File: src/sacl_ram.sv
// generic single-write single-read synchronous ram with registered read data
module sacl_ram #(
    parameter int WIDTH = 8,
    parameter int DEPTH = 64,
    localparam int AW = (DEPTH > 1) ? $clog2(DEPTH) : 1
) (
    input  logic             aclk,
    input  logic             we,
    input  logic [AW-1:0]    waddr,
    input  logic [WIDTH-1:0] wdata,
    input  logic             re,
    input  logic [AW-1:0]    raddr,
    output logic [WIDTH-1:0] rdata
);

    logic [WIDTH-1:0] mem [DEPTH];
    logic [WIDTH-1:0] rdata_reg;

    always_ff @(posedge aclk) begin
        if (we) begin
            mem[waddr] <= wdata;
        end
    end

    always_ff @(posedge aclk) begin
        if (re) begin
            rdata_reg <= mem[raddr];
        end
    end

    assign rdata = rdata_reg;

endmodule

File: config.mk
export PLATFORM = sky130hd
export DESIGN_NAME = sacl_ram
export DESIGN_NICKNAME = d
export VERILOG_FILES = /design/src/sacl_ram.sv
export SDC_FILE = /design/constraint.sdc
export NUM_CORES = 1
export LEC_CHECK = 0
export BUFFER_PORTS_ARGS = -buffer_cell sky130_fd_sc_hd__buf_2
export CAP_MARGIN = 10
export CORE_UTILIZATION = 45
export CTS_CLUSTER_SIZE = 12
export DETAILED_ROUTE_END_ITERATION = 10
export GPL_TIMING_DRIVEN = 0
export SLEW_MARGIN = 20
export SYNTH_ARGS = -nofsm -noshare
export SYNTH_HDL_FRONTEND = slang
export SYNTH_SLANG_ARGS = --single-unit
File: constraint.sdc
create_clock -name aclk -period 1.8 [get_ports aclk]
set_input_delay 0.09 -clock aclk [delete_from_list [all_inputs] [get_ports aclk]]
set_output_delay 0.09 -clock aclk [all_outputs]
set_load 0.05 [all_outputs]
Yosys cells after proc, flatten, opt, wreduce, memory -nomap -nowiden
Memory sizes are Yosys's and may differ from the RTL's. A register that Yosys moved wholly into a read port is not among the register bits. Index checks and enable logic that the tools add are counted.

Mux-type cells: 2.

Operators with widths (number): 2-to-1 mux 1 bit (2).

Word-level logic and storage cells: 3. Memories kept: 1. Input port bits: 23. Register bits: 0. Memory bits (writable): 512. Output and inout bits: 8.

Memory list: mem (words 64, bits a word 8, rd ports 1, clocked after Yosys merged registers in 1, write ports 1, line 16) `logic [WIDTH-1:0] mem [DEPTH];`.

Longest topological paths before layout
Gate-level depths: netlist of run 1.

Word-level depth: 2. Mapped depth: 9. Depth with buffers taken out: 5.

Worst setup path before layout of run 1
Ideal clock, no wire load.

Path kind: input to register. Start: input port raddr[1]. End: register rdata_reg[3] (netlist: rdata[3]), read port of mem, data pin. Path buffers: 3. Data arrival time: 1630 ps. Setup time: 266 ps. Slack: -96 ps. Data required time: 1534 ps. Stages: 7. Cell sequence: buf_4 -> buf_2 -> buf_2 -> mux4_2 -> mux4_2 -> o21ai_1 -> o41ai_1.

RTL lines: from (decl) (line 12) `input logic [AW-1:0] raddr,`; to (decl) (line 17) `logic [WIDTH-1:0] rdata_reg;`.

==> results of run 1 <==
[path summary, 6_finish.rpt]
| kind | startpoint | end | cells after the start |
|---|---|---|---|
| worst max-delay path | mem[20][4]$_DFFE_PP_ | rdata[4]$_DFFE_PP_ | 5 |
| worst min-delay path | wdata[2] | mem[17][2]$_DFFE_PP_ | 1 |
| worst max register to register | mem[20][4]$_DFFE_PP_ | rdata[4]$_DFFE_PP_ | 5 |
| worst min register to register | mem[18][1]$_DFFE_PP_ | rdata[1]$_DFFE_PP_ | 4 |
[Yosys cell counts (all sizes together)]
cell type	n
edfxtp	520
mux4	126
nor2	83
buf	34
mux2i	23
nand2	19
clkbuf	17
nor2b	14
mux2	13
nand3	13
o221ai	8
o22ai	8
nand2b	7
nor3	7
a221oi	6
a211oi	4
o21ai	4
a21oi	3
a22oi	3
nand3b	3
o2111ai	3
o2bb2ai	3
a2111oi	2
nand4	2
nor4	2
o21a	2
o221a	2
o32ai	2
o41ai	2
a31oi	1
and2	1
nand4b	1
o311ai	1
or3	1
[metal layers]
layer | vias to the layer above | wire length, µm
met2 | 438 | 22600
met5 | - | 0
met4 | 0 | 1580
met1 | 5208 | 20100
met3 | 105 | 4060
li1 | 4095 | -
[worst reg2reg max path, cell delays in order (launching register included)]
cell and delay, ps:
edfxtp_1 360, mux4_2 490, mux2_4 310, o221a_4 280, nor3_4 260, o32ai_4 130
[per-stage QoR]
| step | utilization (%) | setup WS [ps] | total power, W | instance area (µm²) | instances |
|---|---|---|---|---|---|
| 6_report | 52.0 | -306 | 0.0247 | 23000 | 1641 |
| 5_1_grt | 52.0 | -331 | 0.0254 | 23000 | 1641 |
| 4_1_cts | 51.6 | -293 | 0.0248 | 22900 | 1639 |
| 3_5_place_dp | 47.7 | -1340 | 0.0151 | 21100 | 1554 |
| 3_3_place_gp | 47.7 | -1370 | 0.0151 | 21100 | 1554 |
| 2_1_floorplan | - | 4.13 | 0.0145 | 20300 | 940 |
[cells by family (layout without fill, tap and decap cells)]
group           Yosys count  after routing  synth area share (%)
compound gates           54             54                  2.06
buf+inv                  51            160                  1.56
flops                   520            520                  77.1
mux                     162            162                  15.9
simple gates            153            153                  3.37
[power by group]
group / switching [W] / internal (W)
logic: 0.000970 / 0.000520
clock network: 0.00434 / 0.00546
registers: 0.0000222 / 0.0134
[what timing repair did]
item	4_1_cts	5_1_grt
buffers inserted	0	2
setup endpoints to repair	128	277
gates resized for setup	56	40
endpoints found under the hold margin	9	0
hold buffers	2	0
pin swaps	1	2
[area by class of cell]
class,instances,share of cell area [%]
plain buffers,51,1.52
clock buffers,66,5.97
clock inverters,17,0.429
flip-flops and latches,520,67.8
multi-input cells,369,20.3
repair buffers,26,0.717
well taps,592,3.22
==> impl_metrics.toml, run 1 <==
[layout]
multi_input_area_um2 = 4680
register_area_um2 = 15600
n_antenna_cell = 0
final_cell_mix = "edfxtp_1, mux4_2, clkbuf_16"
fin_nets = 1044
fillers = 3517
largest_reg_flops = 512
drive_gt1_share_pct = 31.6
area_delta_synth_final_pct = 13.7
layout_commonest_cell = "edfxtp_1"

[global_route]
first_global_vias = 9993
use_met1_pct = 30.4
overflow = 0
busiest_layer = "met2"
met3_usage_pct = 4.96
antenna_found_initial = 0
met2_usage_pct = 33.1
grt_pass1_wl_um = 70400
grt_usage_pct = 21.6
grt_start_max_net_pins = 65

[worst_setup_path]
cp.arrival_ps = 2410
crit_buf_inv = 0
critPathSlowestCell = "mux4_2"
critPathMaxStageDelay_ps = 490
startpoint_type = "register"
criticalPathCategory = "reg -> reg"
end_kind = "register"
crit_required_ps = 2100
path_cells = "mux4_2, mux2_4, o221a_4, nor3_4, o32ai_4"
cp_top_family = "multiplexers"
path_max_fanout = 1
rrSetupSlack_ps = -310

[floorplanning]
coreArea_um2 = 44300
die_area_um2 = 45800
row_count = 77
start_util_pct = 45.7
die_h_um = 214
pin_count = 31
fp.dieW_um = 214

[route]
firstDrtPassIters = 5
drc = 0
num_vias = 9846
drt_wl_total_um = 48400
viasPerCell = 6.00
dr.first_iter.drc_count = 1271
wl_per_cell_um = 29.5
ant_nets = 0

[yosys]
syn-num-nets = 963
synth-seq-cells = 520
syn_area_per_cell_um2 = 21.5
yosys.area.top_type = "edfxtp_1"
synth_warnings = 0
yosys.cell_types.count = 39
synthesis.instances = 940
seq_area_frac_synth_pct = 77.1
synth_top_area_share_pct = 77.1
synth.area.top_cells = "edfxtp_1, mux4_2, nor2_1, mux2i_1, mux2_2"
synthesis.area_um2 = 20200

[clock_tree]
cts_htree_levels = 2
clk_latency_ps = 600
cts_sinks = 520
clk_pin_slew_ps = 60
numCtsBuffers = 53
clockBufferDepth = 3
cts_tree = "yes"
clockRootBuffer = "clkbuf_16"

[power_and_ir_drop]
power_density_nw_per_um2 = 1070
power_leakage_nw = 7.06
irDropWorstVdd_uv = 841

[sta]
fin_setup_tns_ps = -1950
rsz0062_at_grt = "true"
hold_violations = 0
holdWs_ps = 76.6
fin_crit_sh_pct = 117
setup_viol = 8
min_period_ps = 2110
fin_skew_ps = 20.8
relSlewSlack_pct = 29.8
tightest_slew_ps = 1050
finalMaxSlewViolations = 0
fmaxAchievable_mhz = 475
worst_slack_ps = -306

[hold_path]
hold_class = "in -> reg"

[placement]
io_buffers = 22
gp_congestion = 0.862
hpwl_um = 30100

[status]
violations = "negative setup slack"
status = "finished with violations"

[flow_run]
max_cap_violations = 0
(Power assumes the default switching activity.)
==> inputs of run 2 (changes only) <==
--- a/config.mk
+++ b/config.mk
@@ -8,6 +8,7 @@
 export BUFFER_PORTS_ARGS = -buffer_cell sky130_fd_sc_hd__buf_2
 export CAP_MARGIN = 10
 export CORE_UTILIZATION = 45
+export CTS_BUF_LIST = sky130_fd_sc_hd__clkbuf_4 sky130_fd_sc_hd__clkbuf_8
 export CTS_CLUSTER_SIZE = 12
 export DETAILED_ROUTE_END_ITERATION = 10
 export GPL_TIMING_DRIVEN = 0
==> run 2 against run 1 <==
The run still ends with negative setup slack left. Register-to-register slack barely moved. Die area did not move. Total power fell by 0.78%. Utilization barely moved. Clock skew rose by 12 ps. Sequential power barely moved. First-iteration DRC count fell by 14%. Flip-flop and latch count did not move. Via count rose by 1.6%. Fmax barely moved.
==> impl_metrics.toml, run 2 (same netlist as run 1, synthesis figures left out) <==
[layout]
final_cell_mix = "edfxtp_1, mux4_2, clkbuf_8"
drive_gt1_share_pct = 34.3
n_antenna_cell = 0
largest_reg_flops = 512
fin_nets = 1075
stdcell_area_um2 = 23000
area_delta_synth_final_pct = 13.8
fillers = 3552
layout_commonest_cell = "edfxtp_1"

[worst_setup_path]
crit_required_ps = 2160
startpoint_type = "register"
end_kind = "register"
criticalPathCategory = "reg -> reg"
cp.arrival_ps = 2470
r2r_cells = 5
crit_buf_inv = 0
critPathSlowestCell = "mux4_2"
cp_top_family = "multiplexers"
rr_startpoint = "mem[21][4]$_DFFE_PP_"
critPathMaxStageDelay_ps = 490
path_cells = "mux4_2, mux2_2, o221a_2, nor3_4, o32ai_2"
r2r_end = "rdata[4]$_DFFE_PP_"
rrSetupSlack_ps = -310
path_max_fanout = 1

[clock_tree]
clockRootBuffer = "clkbuf_8"
cts_htree_levels = 3
clk_pin_slew_ps = 60
cts_sinks = 520
numCtsBuffers = 83
cts_tree = "yes"
clk_latency_ps = 660
clockBufferDepth = 3

[power_and_ir_drop]
power_leakage_nw = 7.15
seq_power_share_pct = 54.8
p_total_w = 0.0246
clockPowerShare_pct = 39.2
p_int_w = 0.0191
power_frac_comb_pct = 6.0
p_switching_w = 0.00549
p_sw_share_pct = 22.4
irDropWorstVdd_uv = 712
power_density_nw_per_um2 = 1070

[floorplanning]
pin_count = 31
start_util_pct = 45.7
die_area_um2 = 45800
row_count = 77
die_h_um = 214
fp.dieW_um = 214
coreArea_um2 = 44300

[status]
status = "finished with violations"
violations = "negative setup slack"

[sta]
relSlewSlack_pct = 27.8
setup_viol = 31
min_period_ps = 2110
fin_crit_sh_pct = 117
worst_slack_ps = -307
finalMaxSlewViolations = 0
rsz0062_at_grt = "true"
tightest_slew_ps = 1080
fmaxAchievable_mhz = 475
holdWs_ps = 0.610
hold_violations = 0
fin_skew_ps = 32.5

[hold_path]
whs_path_depth = 1
hold_class = "in -> reg"
min_delay_worst_endpoint = "mem[21][2]$_DFFE_PP_"
min_from = "wdata[2]"

[route]
viasPerCell = 5.87
dr.first_iter.drc_count = 1093
drt_wl_total_um = 48900
firstDrtPassIters = 5
ant_nets = 0
drc = 0
wl_per_cell_um = 28.7
num_vias = 10000

[global_route]
grt_start_max_net_pins = 65
first_global_vias = 10200
grt_usage_pct = 21.9
grt_pass1_wl_um = 71100
overflow = 0
antenna_found_initial = 0

[placement]
place_area_um2 = 21100
io_buffers = 22
hpwl_um = 30100
pre_cts_ws_ps = -1340
gp_congestion = 0.862

[flow_run]
max_cap_violations = 0
run 2: worst max path at each step:
| stage | startpoint | endpoint | slack [ps] | cells past startpoint |
|---|---|---|---|---|
| 2_1_floorplan | raddr[0] | rdata[7]$_DFFE_PP_ | 4 | 7 |
| 3_3_place_gp | raddr[2] | rdata[5]$_DFFE_PP_ | -1370 | 7 |
| 3_5_place_dp | raddr[2] | rdata[5]$_DFFE_PP_ | -1340 | 7 |
| 4_1_cts | mem[7][0]$_DFFE_PP_ | rdata[0]$_DFFE_PP_ | -300 | 5 |
| 5_1_grt | mem[20][4]$_DFFE_PP_ | rdata[4]$_DFFE_PP_ | -340 | 5 |
| 6_report | mem[21][4]$_DFFE_PP_ | rdata[4]$_DFFE_PP_ | -310 | 5 |
run 2: cell type report:
type	instances	area [µm²]	area share [%]
flip-flops and latches	520	15600	67.8
multi-input cells	369	4590	19.9
clock buffers	112	1390	6.01
well taps	592	741	3.22
plain buffers	51	353	1.53
clock inverters	34	174	0.755
repair buffers	27	173	0.750
run 2: through the flow:
stage          std cells  util, %  setup TNS, ps
3_3_place_gp        1554     47.7        -228730
5_1_grt             1705     52.0          -3980
4_1_cts             1702     51.6          -2200
3_5_place_dp        1554     47.7        -260420
2_1_floorplan        940        -              0
6_report            1705     52.0          -2280
run 2: what timing repair did:
action,in CTS,in global routing
setup buffers,0,3
hold buffers,2,0
pin swaps,0,2
endpoints found under the hold margin,10,0
setup endpoints to repair,60,197
resized for setup,35,36
run 2: metal layers:
layer | share of wire, % | GRT usage, %
met2 | 47 | 33.6
met3 | 8.8 | 6.33
met1 | 42 | 30.5
met4 | 2.6 | 6.79
met5 | 0 | 0
run 2: power by group through the flow:
stage               logic (W)  registers [W]  clock network (W)
floorplan            0.000722         0.0138                  0
finish                0.00147         0.0135            0.00963
global route          0.00154         0.0135             0.0103
detailed placement    0.00140         0.0137                  0
CTS                   0.00144         0.0135            0.00982
global placement      0.00138         0.0137                  0
