[src/sacl_pkg.sv]
// shared types, constants and helpers for the set-associative lru cache tag unit
package sacl_pkg;

    localparam int SETS       = 64;
    localparam int WAYS       = 4;
    localparam int LINE_BYTES = 64;

    localparam int ADDR_W = 48;

    // floor of log2, so that a line size that is not a power of two still works
    function automatic int flog2(input int value);
        int n;
        int x;
        n = 0;
        x = value;
        while (x > 1) begin
            x = x >> 1;
            n = n + 1;
        end
        return n;
    endfunction

    localparam int OFFSET_BITS = flog2(LINE_BYTES);
    localparam int BLOCK_W     = ADDR_W - OFFSET_BITS;
    localparam int SET_W       = (SETS > 1) ? $clog2(SETS) : 1;
    localparam int WAY_W       = (WAYS > 1) ? $clog2(WAYS) : 1;

    localparam logic [SET_W-1:0] SET_MASK = SET_W'(SETS - 1);

    typedef logic [BLOCK_W-1:0] block_t;
    typedef logic [SET_W-1:0]   set_idx_t;
    typedef logic [WAY_W-1:0]   way_idx_t;

    typedef struct packed {
        logic   valid;
        logic   dirty;
        block_t tag;
    } way_entry_t;

    typedef way_entry_t [WAYS-1:0] tag_row_t;
    typedef way_idx_t [WAYS-1:0]   order_row_t;

    localparam int TAG_ROW_W   = $bits(tag_row_t);
    localparam int ORDER_ROW_W = $bits(order_row_t);

    typedef struct packed {
        logic [ADDR_W-1:0] address;
        logic              is_store;
    } request_t;

    typedef struct packed {
        logic              hit;
        logic              writeback;
        logic [ADDR_W-1:0] writeback_address;
        logic [ADDR_W-1:0] fill_address;
    } result_t;

    // recency order after reset: position j holds way WAYS-1-j
    function automatic order_row_t reset_order();
        order_row_t r;
        for (int j = 0; j < WAYS; j++) begin
            r[j] = way_idx_t'(WAYS - 1 - j);
        end
        return r;
    endfunction

    function automatic logic [ADDR_W-1:0] line_address(input block_t blk);
        return {blk, {OFFSET_BITS{1'b0}}};
    endfunction

endpackage

[src/sacl_lookup.sv]
// tag compare, victim choice, lru update and result formation for one set
module sacl_lookup import sacl_pkg::*; (
    input  tag_row_t   tag_row,
    input  order_row_t order_row,
    input  logic       row_ok,
    input  block_t     block,
    input  logic       is_store,
    output tag_row_t   tag_row_new,
    output order_row_t order_row_new,
    output result_t    result
);

    tag_row_t          row_eff;
    order_row_t        order_eff;
    logic [WAYS-1:0]   hit_vec;
    logic              hit_any;
    way_idx_t          hit_way;
    way_idx_t          victim;
    way_idx_t          use_way;
    way_idx_t          pos;
    logic              victim_dirty;

    always_comb begin
        row_eff   = tag_row;
        order_eff = row_ok ? order_row : reset_order();
        for (int k = 0; k < WAYS; k++) begin
            row_eff[k].valid = row_ok & tag_row[k].valid;
        end

        // parallel tag compare, lowest matching way wins
        hit_any = 1'b0;
        hit_way = '0;
        for (int k = WAYS - 1; k >= 0; k--) begin
            hit_vec[k] = row_eff[k].valid && (row_eff[k].tag == block);
            if (hit_vec[k]) begin
                hit_way = way_idx_t'(k);
            end
        end
        hit_any = |hit_vec;

        victim = order_eff[WAYS-1];
        if ({1'b0, victim} >= (WAY_W + 1)'(WAYS)) begin
            victim = '0;
        end

        use_way = hit_any ? hit_way : victim;

        // position of the used way in the order
        pos = way_idx_t'(WAYS - 1);
        for (int i = WAYS - 1; i >= 0; i--) begin
            if (order_eff[i] == use_way) begin
                pos = way_idx_t'(i);
            end
        end

        for (int i = 0; i < WAYS; i++) begin
            if (i == 0) begin
                order_row_new[i] = use_way;
            end else if (way_idx_t'(i) <= pos) begin
                order_row_new[i] = order_eff[i-1];
            end else begin
                order_row_new[i] = order_eff[i];
            end
        end

        tag_row_new  = row_eff;
        victim_dirty = row_eff[victim].valid & row_eff[victim].dirty;
        result       = '0;
        if (hit_any) begin
            tag_row_new[hit_way].dirty = row_eff[hit_way].dirty | is_store;
            result.hit = 1'b1;
        end else begin
            tag_row_new[victim].valid = 1'b1;
            tag_row_new[victim].dirty = is_store;
            tag_row_new[victim].tag   = block;
            result.writeback         = victim_dirty;
            result.writeback_address = victim_dirty ? line_address(row_eff[victim].tag) : '0;
            result.fill_address      = line_address(block);
        end
    end

endmodule

[config.mk]
export PLATFORM = sky130hd
export DESIGN_NAME = sacl_lookup
export DESIGN_NICKNAME = d
export VERILOG_FILES = /design/src/sacl_pkg.sv /design/src/sacl_lookup.sv
export SDC_FILE = /design/constraint.sdc
export NUM_CORES = 1
export LEC_CHECK = 0
export ABC_AREA = 1
export BUFFER_PORTS_ARGS = -buffer_cell sky130_fd_sc_hd__buf_2
export CAP_MARGIN = 25
export CORE_AREA = 2 2 197 199
export DETAILED_ROUTE_END_ITERATION = 7
export DIE_AREA = 0 0 199 201
export GPL_TIMING_DRIVEN = 0
export PLACE_DENSITY_LB_ADDON = 0.1
export SYNTH_ARGS = -nofsm -noshare
export SYNTH_HDL_FRONTEND = slang
export SYNTH_SLANG_ARGS = --single-unit
[constraint.sdc]
create_clock -name vclk -period 2.2
set_input_delay 0.11 -clock vclk [all_inputs]
set_output_delay 0.11 -clock vclk [all_outputs]
set_load 0.005 [all_outputs]
* Word level (Yosys, flattened, before mapping)
Cells that the tools add are included.
** Storage, ports and cells
- Bits in registers :: 0
- Output and inout port bits :: 282
- Bits of input ports :: 228
- Logic and storage cells :: 59
** Cells by class
- Reduce and logical (&&, ||, !) cells :: 7
- $lt $le $gt $ge :: 7
- Multiplexer cells :: 32
- Bitwise operators :: 6
- Equal/unequal tests :: 7
** Operator list (count)
- $bwmux 176 :: 4
- $demux 44 s2 :: 4
- $bmux 44 s2 :: 2
- $mux 176 :: 1
- $eq 42x42->1 :: 4
- $mux 43 :: 3
- $mux 97 :: 1
- $mux 44 :: 2
- $mux 48 :: 1
- $mux 42 :: 1
- $mux 2 :: 10
- $mux 8 :: 1
- $eq 2x2->1 :: 3
- $logic_and 1x1->1 :: 6
- $lt 2x3->1 const B :: 2
- $and 1x1->1 :: 5
- $ge 2x1->1 const B :: 2
- $le 2x2->1 const A :: 2
- $reduce_or 4->1 :: 1
- $le 1x2->1 const A :: 1
- $mux 1 :: 2
- $or 1x1->1 :: 1

* Depth between registers and ports, before layout
Gate-level depths: netlist (run 1).
- Depth after elaboration :: 13
- Mapped depth :: 20

* Worst setup path before layout (run 1)
Ideal clock, no wire load.
- Path type :: input -> output
- Start :: input row_ok
- End :: output order_row_new[4] in the netlist's numbering
- Buffers on the path :: 2
- Setup slack :: 0.436 ns
- Cell stages on the path :: 20
- Arrival :: 1.654 ns
- Path through :: buf_2 nand2_1 inv_1 nand2_1 nor2_1 nand2_1 nor2_1 nand2_1 nor2_1 nand2_1 nand2_4 nor2_4 buf_6 nand2_8 nand2_4 nand2_2 nand3_4 nand2_2 nand2_1 o21ai_1
** RTL lines
- from (decl) :: RTL line sacl_lookup.sv:5 : input logic row_ok,
- to (decl) :: RTL line sacl_lookup.sv:9 : output order_row_t order_row_new,

==> results of run 1 <==
[layout by cell type (no fill, tap or decap), drive strengths merged]
cell type / n
nor2: 174
a31oi: 1
a211oi: 1
a221oi: 42
clkinvlp: 1
clkdlybuf4s15: 1
nand2: 540
a21oi: 6
buf: 606
nand3b: 3
diode: 2
o21ai: 165
xor2: 3
o32ai: 42
xnor2: 47
or2: 1
conb: 12
nor3: 1
o211ai: 1
nand4: 14
clkinv: 4
bufbuf: 1
clkbuf: 37
inv: 197
nand3: 22
o22ai: 33
mux2: 1
[timing repair]
item                                    4_1_cts  5_1_grt
hold buffers                                  0        0
cloned                                       12        4
endpoints found under the setup margin      270      259
hold endpoints to repair                      0        0
gates resized for setup                     551      266
setup buffers                                25       35
pin swaps                                    38       55
[layout make-up]
class                           instances  area, um2
Tap cell                              518        648
Multi-Input combinational cell       1109       6910
Timing Repair Buffer                  565       3750
Antenna cell                            2       5.00
Inverter                              202        945
Fill cell                            4472      24900
Buffer                                 80        975
[where the power goes]
part / leakage, nW / total, mW / switching (mW) / internal [mW]
Sequential: 0 / 0 / 0 / 0
Combinational: 7.08 / 3.18 / 1.89 / 1.30
Clock: 0.0000127 / 0.000000122 / 0 / 0.000000122
[worst max-delay path: stages]
cell     delay, ns
buf_4         0.18
xnor2_4       0.23
nand4_1       0.30
nor2_2        0.24
nand2_4       0.10
nand2_4       0.12
nor2_4        0.05
buf_12        0.15
nand2_8       0.07
buf_12        0.10
nor2_4        0.04
buf_12        0.15
buf_12        0.16
o32ai_4       0.15
buf_2         0.18
[path summary, 6_finish.rpt]
path                     from         endpoint  slack [ns]
setup / recovery    block[22]  tag_row_new[35]       -0.27
hold / removal    tag_row[70]  tag_row_new[70]        0.52
[stage by stage]
step	setup TNS [ns]	cell area [um2]	instances	total power, mW	util (%)
2_1_floorplan	0	6520	1393	1.02	-
3_3_place_gp	-250.11	9650	2406	2.38	25.3
3_5_place_dp	-249.92	9660	2407	2.38	25.4
4_1_cts	-14.87	12000	2443	2.91	31.6
5_1_grt	-39.85	13200	2476	3.36	34.7
6_report	-24.48	13200	2476	3.18	34.7
[kinds of logic (layout without fill, tap and decap cells)]
kind of cell,count (synthesis),in the layout,synth area share [%]
and+or+nand+nor,755,755,46.6
AOI/OAI and AO/OA,291,291,28.1
muxes,1,1,0.174
other,1,14,0.0579
buffers and inverters,284,847,18.3
xor gates and xnor gates,50,50,6.76
[per-layer routing]
metal / wire length [um] / part of all wire (%) / global-route usage, %
met3: 4640 / 6.5 / 4.69
met1: 30300 / 43 / 44.2
met4: 2410 / 3.4 / 8.93
met2: 33800 / 47 / 57.8
met5: 0 / 0 / 0
==> metrics, run 1 <==
width of the die=199 um; overall routing resource usage=about a third; vias in the first global route=approximately 12000; number of DRC markers in iteration 0=740; pin count of the biggest net entering global routing=11; sum of overflow across all layers after global routing=0; routed length per instance=approximately 29 um; standard-cell rows=slightly above 70; Clock buffer cells=0; storage element area=0 um2; DRT antenna net count=0; post-synthesis cell type with the largest combined area=nand2_1; total vias in the final route=12200; P_leak=just over 7 nW; final worst-path cycle share=112%; Initial DRT Pass Iterations=5; proportion of synthesized chip area in sequential cells=0%; placer congestion estimate=0.944; worst setup slack after placement=-1.36 ns; Max Cap Viol=0; Worst Slack Setup Final=-0.270 ns; initial core utilization=between 10% and 20%; Synth warnings=0; leading post-synthesis cells by instance count=nand2_1 (528), nor2_1 (172), inv_1 (160); dpl hpwl=55800 um; crit path kind=input pin to primary output; count of port buffers added during placement=about 500; chip height=roughly 200 um; maximum fanout encountered on the critical timing path=6; total standard cell area after synthesis=~6500 um2; proportion of layout cells with a drive suffix above 1=between 50 and 60%; endpoint class of the critical path=primary output; Ports=between 500 and 600; status=complete, but fails checks; RSZ-0062 raised after global routing=yes; hold path cells=4; Setup-failing EPs final=around 240; worst slew margin relative to its limit=around 50%; final-report max-slew violation count=0; tightest hold margin=roughly 0.52 ns; crit path launch type=input pin; final hold viol count=0; routed vias/inst=4.94; largest vdd supply drop=~0.085 mV; top cell type's share of synthesized area=a little under a third; Data arrival, critical path=roughly 2.4 ns; net total in the final layout=2186; cells after synthesis=1382; Max Freq=slightly above 0.4 GHz; most repeated cell in the gate-level netlist after synthesis=nand2_1; flip-flop and latch count=0; required arrival time at the worst endpoint=~2.1 ns; Synth cell types=36; worst hold-check path type=input pin to primary output; top area cells in the synthesized netlist=nand2_1 (31%), o21ai_0 (12%), nor2_1 (10%); die area=roughly 40000 um2; antenna violations before repair=2; Core Footprint=around 38000 um2; Worst Tran Pin Value=about 0.74 ns; area overhead of the layout relative to synthesis=104%; mean area per synthesized cell=between 4 and 5 um2; final wirelength=71200 um; failing checks=negative setup slack; DR DRC count=0; wire length of the first global-routing pass=roughly 94000 um; final critical path time including I/O delays and setup=2.47 ns; total power divided by cell area=between 200 and 250 nW/um2
Power figures use the tool's default switching activity.
==> inputs of run 2 (changes only) <==
Clock period 2.2 ns to 2.3 ns, I/O delays scaled along.
==> metrics, run 2 (synthesized netlist as in run 1, its figures left out) <==
sum of overflow across all layers after global routing=0 (unchanged); Initial DRT Pass Iterations=5 (unchanged); routed length per instance=29.3 um (was 28.7 um); GR Util met1=44.6% (was 44.2%); met3 capacity usage during global routing=4.35% (was 4.69%); required arrival time at the worst endpoint=2.18 ns (was 2.09 ns); dpl hpwl=55800 um (unchanged); Setup-failing EPs final=176 (was 243); pin count of the biggest net entering global routing=11 (unchanged); DRT antenna net count=0 (unchanged); failing checks=negative setup slack (unchanged); Data arrival, critical path=2.37 ns (was 2.36 ns); placer congestion estimate=0.944 (unchanged); final-report max-slew violation count=0 (unchanged); standard-cell rows=72 (unchanged); status=complete, but fails checks (unchanged); P_leak=6.99 nW (was 7.08 nW); width of the die=199 um (unchanged); total power divided by cell area=231 nW/um2 (was 241 nW/um2); crit path launch type=input pin (unchanged); flip-flop and latch count=0 (unchanged); count of port buffers added during placement=495 (unchanged); Max stage delay cell, worst path=xnor2_4 (was nand4_1); DR DRC count=0 (unchanged); most frequent cells in the layout=buf_2 (455), nand2_1 (373), nor2_1 (141) (was buf_2 (445), nand2_1 (410), inv_1 (134)); chip height=201 um (unchanged); Worst Slack Setup Final=-0.181 ns (was -0.270 ns); antenna violations before repair=2 (unchanged); die area=40000 um2 (unchanged); endpoint class of the critical path=primary output (unchanged); final hold viol count=0 (unchanged); Clock buffer cells=0 (unchanged); placed instance area=9660 um2 (unchanged); final wirelength=72300 um (was 71200 um); net total in the final layout=2176 (was 2186); category of cells accounting for the largest share of critical-path delay=simple AND/OR/NAND/NOR gates (unchanged); filler instances=4482 (was 4472); final worst-path cycle share=108%; Core Footprint=38100 um2 (unchanged); area overhead of the layout relative to synthesis=104% (about the same); total vias in the final route=12300 (was 12200); crit path kind=input pin to primary output (unchanged); overall routing resource usage=33.6% (was 33.8%); largest vdd supply drop=0.0757 mV (was 0.0851 mV); Max Freq=0.403 GHz; vias in the first global route=11700 (was 11900); max incr delay on CP=0.24 ns (was 0.30 ns); final core occ=34.8% (was 34.7%); number of DRC markers in iteration 0=898 (was 740); routing usage on met2=57.3% (was 57.8%); final critical path time including I/O delays and setup=approximately 2.5 ns; Ports=510 (unchanged); commonest non-fill, non-tap cell in the layout=buf_2 (unchanged); critical path, cell by cell=buf_2 -> xnor2_4 -> nand3_1 -> nor2_1 -> nand2_1 -> nor2_1 -> nand2_2 -> nand2_4 -> nor2_4 -> buf_12 -> nand2_8 -> nor2_4 -> buf_12 -> buf_16 -> o32ai_4 -> buf_2 (was buf_4 -> xnor2_4 -> nand4_1 -> nor2_2 -> nand2_4 -> nand2_4 -> nor2_4 -> buf_12 -> nand2_8 -> buf_12 -> nor2_4 -> buf_12 -> buf_12 -> o32ai_4 -> buf_2); initial core utilization=17.0% (unchanged); proportion of layout cells with a drive suffix above 1=52.4% (was 51.2%); Final Cell Area=13200 um2 (about the same); buffers and inverters on the worst path=5 (was 6); RSZ-0062 raised after global routing=yes (unchanged); maximum fanout encountered on the critical timing path=6 (unchanged); storage element area=0 um2 (unchanged); Max Cap Viol=0 (unchanged); worst slew margin relative to its limit=42.6% (was 50.7%); Top Usage Layer GRT=met2 (unchanged); routed vias/inst=4.99 (was 4.94); wire length of the first global-routing pass=93200 um (was 94000 um); worst hold-check path type=input pin to primary output (unchanged); Worst Tran Pin Value=0.861 ns (was 0.739 ns)
-- run 2: through the flow --
stage          setup WS [ns]  TNS (ns)  power [mW]  hold WS, ns  instances
2_1_floorplan          0.526         0       0.972        0.338       1393
3_3_place_gp           -1.26   -225.82        2.27        0.526       2406
3_5_place_dp           -1.27   -225.62        2.27        0.529       2407
4_1_cts              -0.0725    -0.922        2.70        0.530       2443
5_1_grt               -0.210    -18.88        3.22        0.543       2465
6_report              -0.181     -8.25        3.06        0.527       2465
-- run 2: layout make-up --
| cell class | count | area (um2) | share of cell area (%) |
|---|---|---|---|
| inverter | 202 | 895 | 6.76 |
| multi-input combinational | 1109 | 7150 | 54.0 |
| tap | 518 | 648 | 4.89 |
| buffer | 80 | 948 | 7.16 |
| timing repair buffer | 555 | 3590 | 27.1 |
| antenna | 1 | 2.50 | 0.0189 |
-- run 2: what timing repair did --
action / in CTS / in global routing
setup buffers: 28 / 13
hold endpoints to repair: 0 / 0
pin swaps: 26 / 38
gates resized for setup: 459 / 374
gates cloned: 9 / 12
hold buffers: 0 / 0
setup endpoints to repair: 270 / 253
-- run 2: per-layer routing --
metal  part of all wire (%)  up-vias
li1                       -     5619
met1                     43     5989
met2                     47      621
met3                    6.9       78
met4                    3.1        2
met5                  0.018        -
-- run 2: final timing paths --
path / from / slack (ns) / endpoint / depth (start not counted)
setup / recovery: tag_row[7] / -0.18 / tag_row_new[35] / 16
hold / removal: tag_row[70] / 0.53 / tag_row_new[70] / 4
-- run 2: power by group --
part	internal [mW]	leakage [nW]	switching, mW
combinational	1.22	6.99	1.85
sequential	0	0	0
clock	0.0000000588	0.00000634	0
-- run 2: worst min-delay path: cells and delay by family --
| family | cells | cell delay [ns] |
|---|---|---|
| AO/OA/AOI/OAI | 1 | 0.06 |
| AND/OR/NAND/NOR | 1 | 0.04 |
| buffers and inverters | 2 | 0.20 |
==> inputs of run 3 (changes only) <==
==> constraint.sdc (replaced) <==
create_clock -name vclk -period 2.3
set_input_delay 0.345 -clock vclk [all_inputs]
set_output_delay 0.345 -clock vclk [all_outputs]
set_load 0.005 [all_outputs]
==> metrics, run 3 (synthesized netlist as in run 1, its figures left out) <==
number of DRC markers in iteration 0=878 (was 898); final hold viol count=0 (unchanged); worst slew margin relative to its limit=36.4% (was 42.6%); routed length per instance=29.1 um (was 29.3 um); overall routing resource usage=33.8% (was 33.6%); Sw Share=60.3% (was 60.2%); status=complete, but fails checks (unchanged); Worst Slack Setup Final=-0.698 ns (was -0.181 ns); vias in the first global route=11700 (about the same); required arrival time at the worst endpoint=1.96 ns (was 2.18 ns); max incr delay on CP=0.30 ns (was 0.24 ns); wire length of the first global-routing pass=93800 um (was 93200 um); pin count of the biggest net entering global routing=11 (unchanged); dpl hpwl=55800 um (unchanged); standard-cell rows=72 (unchanged); placer congestion estimate=0.944 (unchanged); tightest hold margin=0.989 ns (was 0.527 ns); initial core utilization=17.0% (unchanged); Core Footprint=38100 um2 (unchanged); storage element area=0 um2 (unchanged); Max stage delay cell, worst path=nand4_1 (was xnor2_4); Worst Tran Pin Value=0.950 ns (was 0.861 ns); proportion of layout cells with a drive suffix above 1=48.5% (was 52.4%); Sw Pwr=1.76 mW (was 1.85 mW); total power divided by cell area=230 nW/um2 (was 231 nW/um2); crit path kind=input pin to primary output (unchanged); endpoint class of the critical path=primary output (unchanged); width of the die=199 um (unchanged); number of standard cells in the final layout excluding fillers=2465 (unchanged); net total in the final layout=2174 (was 2176); count of port buffers added during placement=495 (unchanged); final wirelength=71600 um (was 72300 um); Cell Int Power=1.16 mW (was 1.22 mW); routed vias/inst=4.96 (was 4.99); maximum fanout encountered on the critical timing path=5 (was 6); critical path, cell by cell=buf_2 -> xnor2_4 -> nand4_1 -> nor2_1 -> nand2_2 -> nand2_4 -> nor2_4 -> buf_8 -> nand2_8 -> buf_12 -> nor2_4 -> buf_12 -> buf_16 -> o32ai_4 -> buf_2 (was buf_2 -> xnor2_4 -> nand3_1 -> nor2_1 -> nand2_1 -> nor2_1 -> nand2_2 -> nand2_4 -> nor2_4 -> buf_12 -> nand2_8 -> nor2_4 -> buf_12 -> buf_16 -> o32ai_4 -> buf_2); filler instances=4525 (was 4482); DRT antenna net count=0 (unchanged); Clk network pwr share=0% (about the same); hold-fix buffers at CTS=0 (unchanged); most frequent cells in the layout=buf_2 (451), nand2_1 (410), inv_1 (140) (was buf_2 (455), nand2_1 (373), nor2_1 (141)); Initial DRT Pass Iterations=5 (unchanged); proportion of power drawn by combinational gates=100.0% (about the same); Data arrival, critical path=2.65 ns (was 2.37 ns); RSZ-0062 raised after global routing=yes (unchanged); die area=40000 um2 (unchanged); crit path launch type=input pin (unchanged); P_leak=6.91 nW (was 6.99 nW); Setup-failing EPs final=269 (was 176); final core occ=33.4% (was 34.8%); failing checks=negative setup slack (unchanged); antenna violations before repair=3 (was 2); final worst-path cycle share=130% (was 108%); Sum Neg Setup Slack=-136.17 ns (was -8.25 ns); Max Freq=0.334 GHz (was 0.403 GHz); sequential cell fraction of total power=0% (about the same); Clock buffer cells=0 (unchanged); Ports=510 (unchanged); commonest non-fill, non-tap cell in the layout=buf_2 (unchanged); final critical path time including I/O delays and setup=3.00 ns (was 2.48 ns); sum of overflow across all layers after global routing=0 (unchanged); final-report max-slew violation count=0 (unchanged); flip-flop and latch count=0 (unchanged); worst hold-check path type=input pin to primary output (unchanged); area overhead of the layout relative to synthesis=96.2% (was 104%); total vias in the final route=12200 (was 12300); chip height=201 um (unchanged); area of the multi-input gates=6560 um2 (was 7150 um2); cell count after placement=2407 (unchanged); Max Cap Viol=0 (unchanged); largest vdd supply drop=0.0730 mV (was 0.0757 mV); DR DRC count=0 (unchanged)
run 3: changes by cell type in the layout (fill, tap and decap cells not counted), moves of 14 or more:
| cell | change |
|---|---|
| nand2_1 | +37 |
| o21ai_0 | +32 |
| nand2_4 | -25 |
| o21ai_2 | -18 |
| o32ai_1 | +18 |
| nand2_2 | -14 |
run 3: worst paths after layout:
check | startpoint | end | slack [ns] | cells past startpoint
setup / recovery | tag_row[22] | tag_row_new[35] | -0.70 | 15
hold / removal | tag_row[70] | tag_row_new[70] | 0.99 | 4
run 3: what timing repair did:
action                                  4_1_cts  5_1_grt
hold endpoints to repair                      0        0
cloned                                       13        3
setup buffers                                27       19
endpoints found under the setup margin      270      270
resized for setup                           514      194
pin swaps                                    44       41
run 3: cell type report:
cell class | count | area share (%)
Antenna cell | 3 | 0.0591
Buffer | 79 | 7.79
Inverter | 202 | 7.10
Multi-Input combinational cell | 1109 | 51.6
Tap cell | 518 | 5.10
Timing Repair Buffer | 554 | 28.4
run 3: per-layer routing:
metal | part of all wire, % | global-route usage, % | wire length, um
met5 | 0.024 | 0 | 17
met2 | 48 | 58.3 | 34000
met1 | 43 | 45.4 | 30700
met4 | 2.8 | 7.30 | 2020
met3 | 6.7 | 3.24 | 4820
run 3: stage by stage:
stage / total power, mW / area, um2 / worst slack [ns]
finish: 2.92 / 12700 / -0.698
global route: 3.07 / 12700 / -0.707
CTS: 2.73 / 12000 / -0.534
detailed placement: 2.27 / 9660 / -1.73
global placement: 2.27 / 9650 / -1.72
floorplan: 0.972 / 6520 / 0.0657
run 3: critical path: cells and delay by family:
kind,cells,cell delay [ns]
AO/OA/AOI/OAI,1,0.16
buffers and inverters,6,0.88
XOR/XNOR,1,0.26
AND/OR/NAND/NOR,7,0.99
run 3: power by group through the flow:
stage	Sequential (mW)	Combinational [mW]	Clock [mW]
2_1_floorplan	0	0.972	0
3_3_place_gp	0	2.27	0
3_5_place_dp	0	2.27	0
4_1_cts	0	2.73	0
5_1_grt	0	3.07	0.000000116
6_report	0	2.92	0.000000175
